**src/sv/utf8_to_utf16_transcoder_core_defines.svh**
```systemverilog
// Assertion macros shared by the transcoder RTL.
`ifndef UTF8_TO_UTF16_TRANSCODER_CORE_DEFINES_SVH
`define UTF8_TO_UTF16_TRANSCODER_CORE_DEFINES_SVH

// Same-cycle implication, disabled while reset is asserted.
`define U8U16_ASSERT_SAME(label, clk, rstn, ante, cons) \
    label: assert property (@(posedge clk) disable iff (!(rstn)) (ante) |-> (cons)) \
        else $error("u8u16 assertion failed");

// Next-cycle implication, disabled while reset is asserted.
`define U8U16_ASSERT_NEXT(label, clk, rstn, ante, cons) \
    label: assert property (@(posedge clk) disable iff (!(rstn)) (ante) |=> (cons)) \
        else $error("u8u16 assertion failed");

`endif

```
**src/sv/u8u16_pkg.sv**
```systemverilog
`timescale 1ns / 1ps
`default_nettype none

package u8u16_pkg;

    localparam int CP_W     = 31;
    localparam int REM_W    = 3;
    localparam int Q_DEPTH  = 3;
    localparam int CNT_W    = $clog2(Q_DEPTH + 1);

    localparam logic [CP_W-1:0] SURR_LO_CP   = 31'h0000D800;
    localparam logic [CP_W-1:0] SURR_END_CP  = 31'h0000E000;
    localparam logic [CP_W-1:0] SUPP_BASE_CP = 31'h00010000;
    localparam logic [CP_W-1:0] SUPP_MAX_CP  = 31'h0010FFFF;
    localparam logic [15:0]     HI_SURR      = 16'hD800;
    localparam logic [15:0]     LO_SURR      = 16'hDC00;

    typedef enum logic [1:0] {
        ERR_NONE        = 2'd0,
        ERR_TRUNCATED   = 2'd1,
        ERR_UNENCODABLE = 2'd2
    } err_t;

    typedef struct packed {
        logic [15:0] unit;
        err_t        error;
        logic        run_last;
        logic        string_end;
    } result_t;

endpackage

`default_nettype wire

```
**src/sv/utf8_to_utf16_transcoder_core.sv**
```systemverilog
`timescale 1ns / 1ps
`default_nettype none
// UTF-8 to UTF-16 transcoder. One byte transaction is accepted per cycle on
// s_ while s_ready is high (s_last marks the last byte of a string); decoded
// UTF-16 units are registered in the result queue and leave on m_ one
// transaction per cycle while m_ready is high. Lead bytes of 1..6 byte forms
// are decoded, trailing bytes only contribute their low six bits. A stray
// continuation byte or a 0xFE/0xFF lead gives unit 0x0000. Surrogate-range
// codepoints or codepoints above 0x10FFFF give one result with m_error = 2,
// a string ending inside a form gives m_error = 1; either way the decoder
// is back to idle. Throughput is one byte per cycle while m_ready stays high;
// a supplementary codepoint emits two units, so the byte after it may be held
// back if the output is already backed up. The rate is set by the three-entry
// result queue: a byte is taken only when at most one result remains queued
// after this cycle's output transaction.
`include "utf8_to_utf16_transcoder_core_defines.svh"

module utf8_to_utf16_transcoder_core (
    input  wire logic        aclk,
    input  wire logic        aresetn,
    input  wire logic        s_valid,
    output logic             s_ready,
    input  wire logic [7:0]  s_byte,
    input  wire logic        s_last,
    output logic             m_valid,
    input  wire logic        m_ready,
    output logic [15:0]      m_unit,
    output logic [1:0]       m_error,
    output logic             m_run_last,
    output logic             m_string_end
);
    import u8u16_pkg::*;

    // decoder state
    logic [CP_W-1:0]  cp_reg, cp_next;
    logic [REM_W-1:0] rem_reg, rem_next;

    // result queue, entry 0 drives the m_ ports
    result_t          q_reg [Q_DEPTH];
    result_t          q_next [Q_DEPTH];
    logic [CNT_W-1:0] cnt_reg, cnt_next;

    logic             s_fire, m_fire;
    logic [CNT_W-1:0] cnt_pop;

    // decode datapath
    logic [REM_W-1:0] rem_dec;
    logic [CP_W-1:0]  cp_dec;
    logic [CP_W-1:0]  b6;
    logic [19:0]      supp_off;
    logic             is_bmp, is_supp;
    logic [1:0]       n_res;
    result_t          r0, r1;

    assign m_fire  = m_valid && m_ready;
    assign cnt_pop = cnt_reg - CNT_W'(m_fire);
    assign s_ready = (cnt_pop <= CNT_W'(1));
    assign s_fire  = s_valid && s_ready;

    assign m_valid      = (cnt_reg != '0);
    assign m_unit       = q_reg[0].unit;
    assign m_error      = q_reg[0].error;
    assign m_run_last   = q_reg[0].run_last;
    assign m_string_end = q_reg[0].string_end;

    // byte decode: lead byte when idle, else merge six payload bits
    always_comb begin
        b6      = {{(CP_W-6){1'b0}}, s_byte[5:0]};
        rem_dec = '0;
        cp_dec  = '0;
        if (rem_reg == '0) begin
            if (s_byte[7] == 1'b0) begin
                cp_dec = {{(CP_W-8){1'b0}}, s_byte};
            end else if (s_byte[7:5] == 3'b110) begin
                cp_dec  = {{(CP_W-5){1'b0}}, s_byte[4:0]} << 6;
                rem_dec = 3'd1;
            end else if (s_byte[7:4] == 4'b1110) begin
                cp_dec  = {{(CP_W-4){1'b0}}, s_byte[3:0]} << 12;
                rem_dec = 3'd2;
            end else if (s_byte[7:3] == 5'b11110) begin
                cp_dec  = {{(CP_W-3){1'b0}}, s_byte[2:0]} << 18;
                rem_dec = 3'd3;
            end else if (s_byte[7:2] == 6'b111110) begin
                cp_dec  = {{(CP_W-2){1'b0}}, s_byte[1:0]} << 24;
                rem_dec = 3'd4;
            end else if (s_byte[7:1] == 7'b1111110) begin
                cp_dec  = {{(CP_W-1){1'b0}}, s_byte[0]} << 30;
                rem_dec = 3'd5;
            end
            // stray continuation or 0xFE/0xFF: codepoint 0, one-byte form
        end else begin
            rem_dec = rem_reg - 3'd1;
            case (rem_dec)
                3'd0:    cp_dec = cp_reg | b6;
                3'd1:    cp_dec = cp_reg | (b6 << 6);
                3'd2:    cp_dec = cp_reg | (b6 << 12);
                3'd3:    cp_dec = cp_reg | (b6 << 18);
                3'd4:    cp_dec = cp_reg | (b6 << 24);
                default: cp_dec = cp_reg;
            endcase
        end
    end

    // codepoint classification and result forming
    always_comb begin
        is_bmp   = (cp_dec < SURR_LO_CP) ||
                   ((cp_dec >= SURR_END_CP) && (cp_dec < SUPP_BASE_CP));
        is_supp  = (cp_dec >= SUPP_BASE_CP) && (cp_dec <= SUPP_MAX_CP);
        supp_off = cp_dec[19:0] - SUPP_BASE_CP[19:0];

        r0       = '{unit: 16'h0000, error: ERR_NONE, run_last: 1'b1,
                     string_end: s_last};
        r1       = r0;
        n_res    = 2'd0;
        cp_next  = cp_reg;
        rem_next = rem_reg;

        if (rem_dec == '0) begin
            cp_next  = '0;
            rem_next = '0;
            n_res    = 2'd1;
            if (is_bmp) begin
                r0.unit = cp_dec[15:0];
            end else if (is_supp) begin
                // surrogate pair: high half never closes the byte
                n_res         = 2'd2;
                r0.unit       = HI_SURR | {6'd0, supp_off[19:10]};
                r0.run_last   = 1'b0;
                r0.string_end = 1'b0;
                r1.unit       = LO_SURR | {6'd0, supp_off[9:0]};
            end else begin
                r0.error = ERR_UNENCODABLE;
            end
        end else if (s_last) begin
            cp_next       = '0;
            rem_next      = '0;
            n_res         = 2'd1;
            r0.error      = ERR_TRUNCATED;
            r0.string_end = 1'b1;
        end else begin
            cp_next  = cp_dec;
            rem_next = rem_dec;
        end
    end

    // queue: shift out on an output transaction, append new results behind
    always_comb begin
        result_t sh [Q_DEPTH];
        sh[0] = m_fire ? q_reg[1] : q_reg[0];
        sh[1] = m_fire ? q_reg[2] : q_reg[1];
        sh[2] = q_reg[2];
        cnt_next = cnt_pop;
        for (int i = 0; i < Q_DEPTH; i++) begin
            q_next[i] = sh[i];
            if (s_fire) begin
                if ((CNT_W'(i) == cnt_pop) && (n_res != 2'd0)) begin
                    q_next[i] = r0;
                end else if ((CNT_W'(i) == cnt_pop + CNT_W'(1)) && (n_res == 2'd2)) begin
                    q_next[i] = r1;
                end
            end
        end
        if (s_fire) begin
            cnt_next = cnt_pop + CNT_W'(n_res);
        end
    end

    always_ff @(posedge aclk) begin
        if (!aresetn) begin
            cp_reg  <= '0;
            rem_reg <= '0;
            cnt_reg <= '0;
        end else begin
            cnt_reg <= cnt_next;
            if (s_fire) begin
                cp_reg  <= cp_next;
                rem_reg <= rem_next;
            end
        end
    end

    always_ff @(posedge aclk) begin
        for (int i = 0; i < Q_DEPTH; i++) begin
            q_reg[i] <= q_next[i];
        end
    end

    // a high surrogate never closes its byte or the string
    `U8U16_ASSERT_SAME(a_hi_surr_not_last, aclk, aresetn,
        m_valid && (m_unit[15:10] == 6'b110110), !m_run_last && !m_string_end)
    // error results carry a zero unit and close their byte
    `U8U16_ASSERT_SAME(a_err_shape, aclk, aresetn,
        m_valid && (m_error != ERR_NONE), (m_unit == 16'h0000) && m_run_last)
    // a string end always leaves the decoder idle
    `U8U16_ASSERT_NEXT(a_last_idle, aclk, aresetn,
        s_valid && s_ready && s_last, rem_reg == '0)
    // the queue never overflows on an accepted byte
    `U8U16_ASSERT_SAME(a_no_overflow, aclk, aresetn,
        s_valid && s_ready, cnt_pop <= CNT_W'(1))

endmodule

`default_nettype wire

```
**config.mk**
```make
export PLATFORM = sky130hd
export DESIGN_NAME = utf8_to_utf16_transcoder_core
export DESIGN_NICKNAME = d
export VERILOG_FILES = /design/src/sv/u8u16_pkg.sv /design/src/sv/utf8_to_utf16_transcoder_core.sv
export VERILOG_INCLUDE_DIRS = /design/src /design/src/sv
export SDC_FILE = /design/constraint.sdc
export NUM_CORES = 1
export LEC_CHECK = 0
export ABC_AREA = 1
export BUFFER_PORTS_ARGS = -buffer_cell sky130_fd_sc_hd__buf_2
export CELL_PAD_IN_SITES_DETAIL_PLACEMENT = 0
export CELL_PAD_IN_SITES_GLOBAL_PLACEMENT = 1
export CORE_UTILIZATION = 48
export DETAILED_ROUTE_END_ITERATION = 12
export GPL_ROUTABILITY_DRIVEN = 0
export PLACE_DENSITY = 0.93
export SLEW_MARGIN = 20
export SYNTH_ARGS = -nofsm -noshare
export SYNTH_HDL_FRONTEND = slang
export SYNTH_SLANG_ARGS = --single-unit
```
**constraint.sdc**
```tcl
create_clock -name aclk -period 8.43 [get_ports aclk]
set_input_delay 2.529 -clock aclk [delete_from_list [all_inputs] [get_ports aclk]]
set_output_delay 2.529 -clock aclk [all_outputs]
set_load 0.02 [all_outputs]
```
==> results.cfg <==
[timing]
whs_ns = 0.463
relSlewSlack_pct = 33.6
min_period_ns = 6.40
period_share_pct = 76.0
fmaxAchievable_mhz = 156
tightest_slew_ns = 0.993
finalSetupTns_ns = 0
rsz0062_at_grt = no
finalHoldViolCount = 0
slew_violations = 0
fin_skew_ns = 0.0127
finalSetupViolCount = 0
worst_slack_ns = 2.03

[floorplan]
start_util_pct = 50.1
core_sq_um = 12800
dieArea_sq_um = 13900
chipHeight_um = 118
rows = 41
die_x_um = 118
pin_count = 35

[clock_network]
cts.path.max_buffers = 2
root_buffer = clkbuf_16
cts-resized-gates = 0
insertion_delay_ns = 0.36
htreeDepth = 3
cts_buffers = 9
cts.hold.buffers_added = 0
path_clk_slew_ns = 0.06
cts_tree = done
post-cts-setup-buffer-count = 0
cts_sinks = 96

[critical_path]
crit_arrival_ns = 3.87
worstSetupPathType = input port to output pin
path_max_fanout = 13
crit_path_start = m_ready
r2r_cells = 17
r2r-start = rem_reg[0]
crit_path_start_kind = input port
cp_data_required_time_ns = 5.90
end_kind = output pin

[synth]
synth_nets = 980
yosys.area.top_type = dfxtp_1
synthXorXnorAreaFrac_pct = 0.409
ys_types = 41
synth_ff_type = dfxtp_1
synth.top_cells.by_area = dfxtp_1 (24%), nand2_1 (17%), edfxtp_1 (9.3%)
syn_area_sq_um = 6430
synth-adder-area-share_pct = 1.75
syn_inst = 958
synth-seq-area-share_pct = 33.0
synth_edf_count = 20
syn-mean-instance-area_sq_um = 6.71
synth_compound_area_share_pct = 13.7
synth-simple-area-share_pct = 35.0
yosysWarnings = 0
async_flop_share_pct = 0
synthMuxAreaShare_pct = 4.36
synth_commonest_cells = nand2_1 (284), nand3_1 (106), dfxtp_1 (76)
ys_ff_latch = 96
synth_top_family_by_area = simple AND/OR/NAND/NOR gates
synth_most_common_cell = nand2_1
synth_top_cell_area_share_pct = 23.7

[power_and_ir_drop]
swShare_pct = 44.7
power_per_cell_area_nw_per_um2 = 320
power_leakage_uw = 0.00310
pwr-share-seq_pct = 30.7
power_switching_uw = 961
total_power_uw = 2150
p_clk_share_pct = 19.4
p_comb_share_pct = 49.9
p_int_uw = 1190
ir_worst_vdd_v = 0.000132

[global_route]
grt_usage_pct = 26.1
grt_max_degree = 62
grt_pass1_wl_mm = 29.1
grt_pass1_vias = 5564
grt_overflow = 0
antenna_found_initial = 0

[final_layout]
final_nets = 958
largest_reg_flops = 60
fillers = 1331
utilization_pct = 52.4
num_antenna_cells = 0
area_growth_pct = 4.61
drive_gt1_share_pct = 11.4

[drt]
wl_per_cell_um = 15.7
drt_iter0_markers = 672
drc_errors = 0
ant_nets = 0
top_layer = met4
wl_mm = 17.4
met2_length_mm = 7.91
via_per_inst = 5.49
wl_met1_mm = 8.10
dr.pass1.iters = 6
wl_met3_mm = 1.10
via_count = 6112

[run]
maxCapViolCount = 0

[place]
dpl.hpwl_mm = 11.8
preCtsSetupSlack_ns = 2.05
io_buffers = 34

[min_path]
hold_depth = 2
hold_path_class = flop to flop
hold_start = cp_reg[18]

[status]
status = finished, final reports clean
layout by cell type, fill, tap and decap left out, types with 2 or more instances in the layout:
cell / synthesis / final
nor2_4: 5 / 5
nor2_1: 74 / 73
nand2_1: 284 / 282
mux2i_1: 28 / 28
buf_2: 14 / 34
clkinvlp_4: 0 / 3
inv_1: 69 / 69
o21ai_1: 12 / 12
clkinv_1: 2 / 2
nor3_1: 5 / 5
a21boi_1: 15 / 15
or2_2: 16 / 16
clkbuf_16: 0 / 9
nand3b_1: 3 / 3
nor2_2: 4 / 5
a31oi_1: 12 / 12
ha_1: 9 / 9
nand2_2: 2 / 4
o31ai_1: 10 / 10
buf_4: 26 / 4
nand4_1: 5 / 5
o21ai_0: 31 / 31
dfxtp_1: 76 / 76
inv_2: 12 / 13
nand4_4: 2 / 2
nand3_1: 106 / 106
xnor2_1: 3 / 3
edfxtp_1: 20 / 20
a21oi_1: 70 / 69
o21ai_2: 2 / 2
power by group through the flow:
stage | Combinational [uW] | Clock (uW) | Sequential [uW]
CTS | 1060 | 426 | 661
finish | 1070 | 418 | 659
floorplan | 901 | 0 | 661
global placement | 1050 | 0 | 668
global route | 1200 | 442 | 675
detailed placement | 1060 | 0 | 671
stage by stage:
stage                     std cells  cell area [sq um]
final                          1113               6720
after global routing           1113               6720
after CTS                      1113               6720
after detailed placement       1097               6420
after global placement         1097               6420
after floorplan                 958               6430
worst paths after layout:
| check | endpoint | slack (ns) |
|---|---|---|
| worst max-delay path | s_ready | 2.03 |
| worst min-delay path | cp_reg[18] | 0.46 |
| worst min register to register | cp_reg[18] | 0.46 |
| worst max register to register | q_reg[0][48] | 3.86 |
layout make-up:
cell class                 instances  area (sq um)  share of cell area (%)
multi-input combinational        707          3570                    53.1
inverter                          84           318                    4.73
timing repair buffer              38           200                    2.98
clock buffer                      10           229                    3.41
sequential                        96          2120                    31.6
tap                              172           215                    3.20
clock inverter                     6          67.6                    1.00
per-layer routing:
| layer | global-route usage [%] | vias to the layer above |
|---|---|---|
| li1 | - | 3071 |
| met1 | 36.6 | 2791 |
| met2 | 40.2 | 223 |
| met3 | 5.18 | 27 |
| met4 | 7.77 | 0 |
| met5 | 0 | - |
critical path, cell delays in order:
cell,delay (ns)
buf_2,0.10
nand2_2,0.06
inv_1,0.16
ha_1,0.25
xnor2_1,0.49
buf_2,0.27
cells by family after synthesis:
| kind of cell | after synthesis |
|---|---|
| compound gates | 156 |
| xor+xnor | 3 |
| fa+ha+maj | 9 |
| buf+inv | 155 |
| flops | 96 |
| mux | 28 |
| simple gates | 511 |
(Power assumes the default switching activity.)
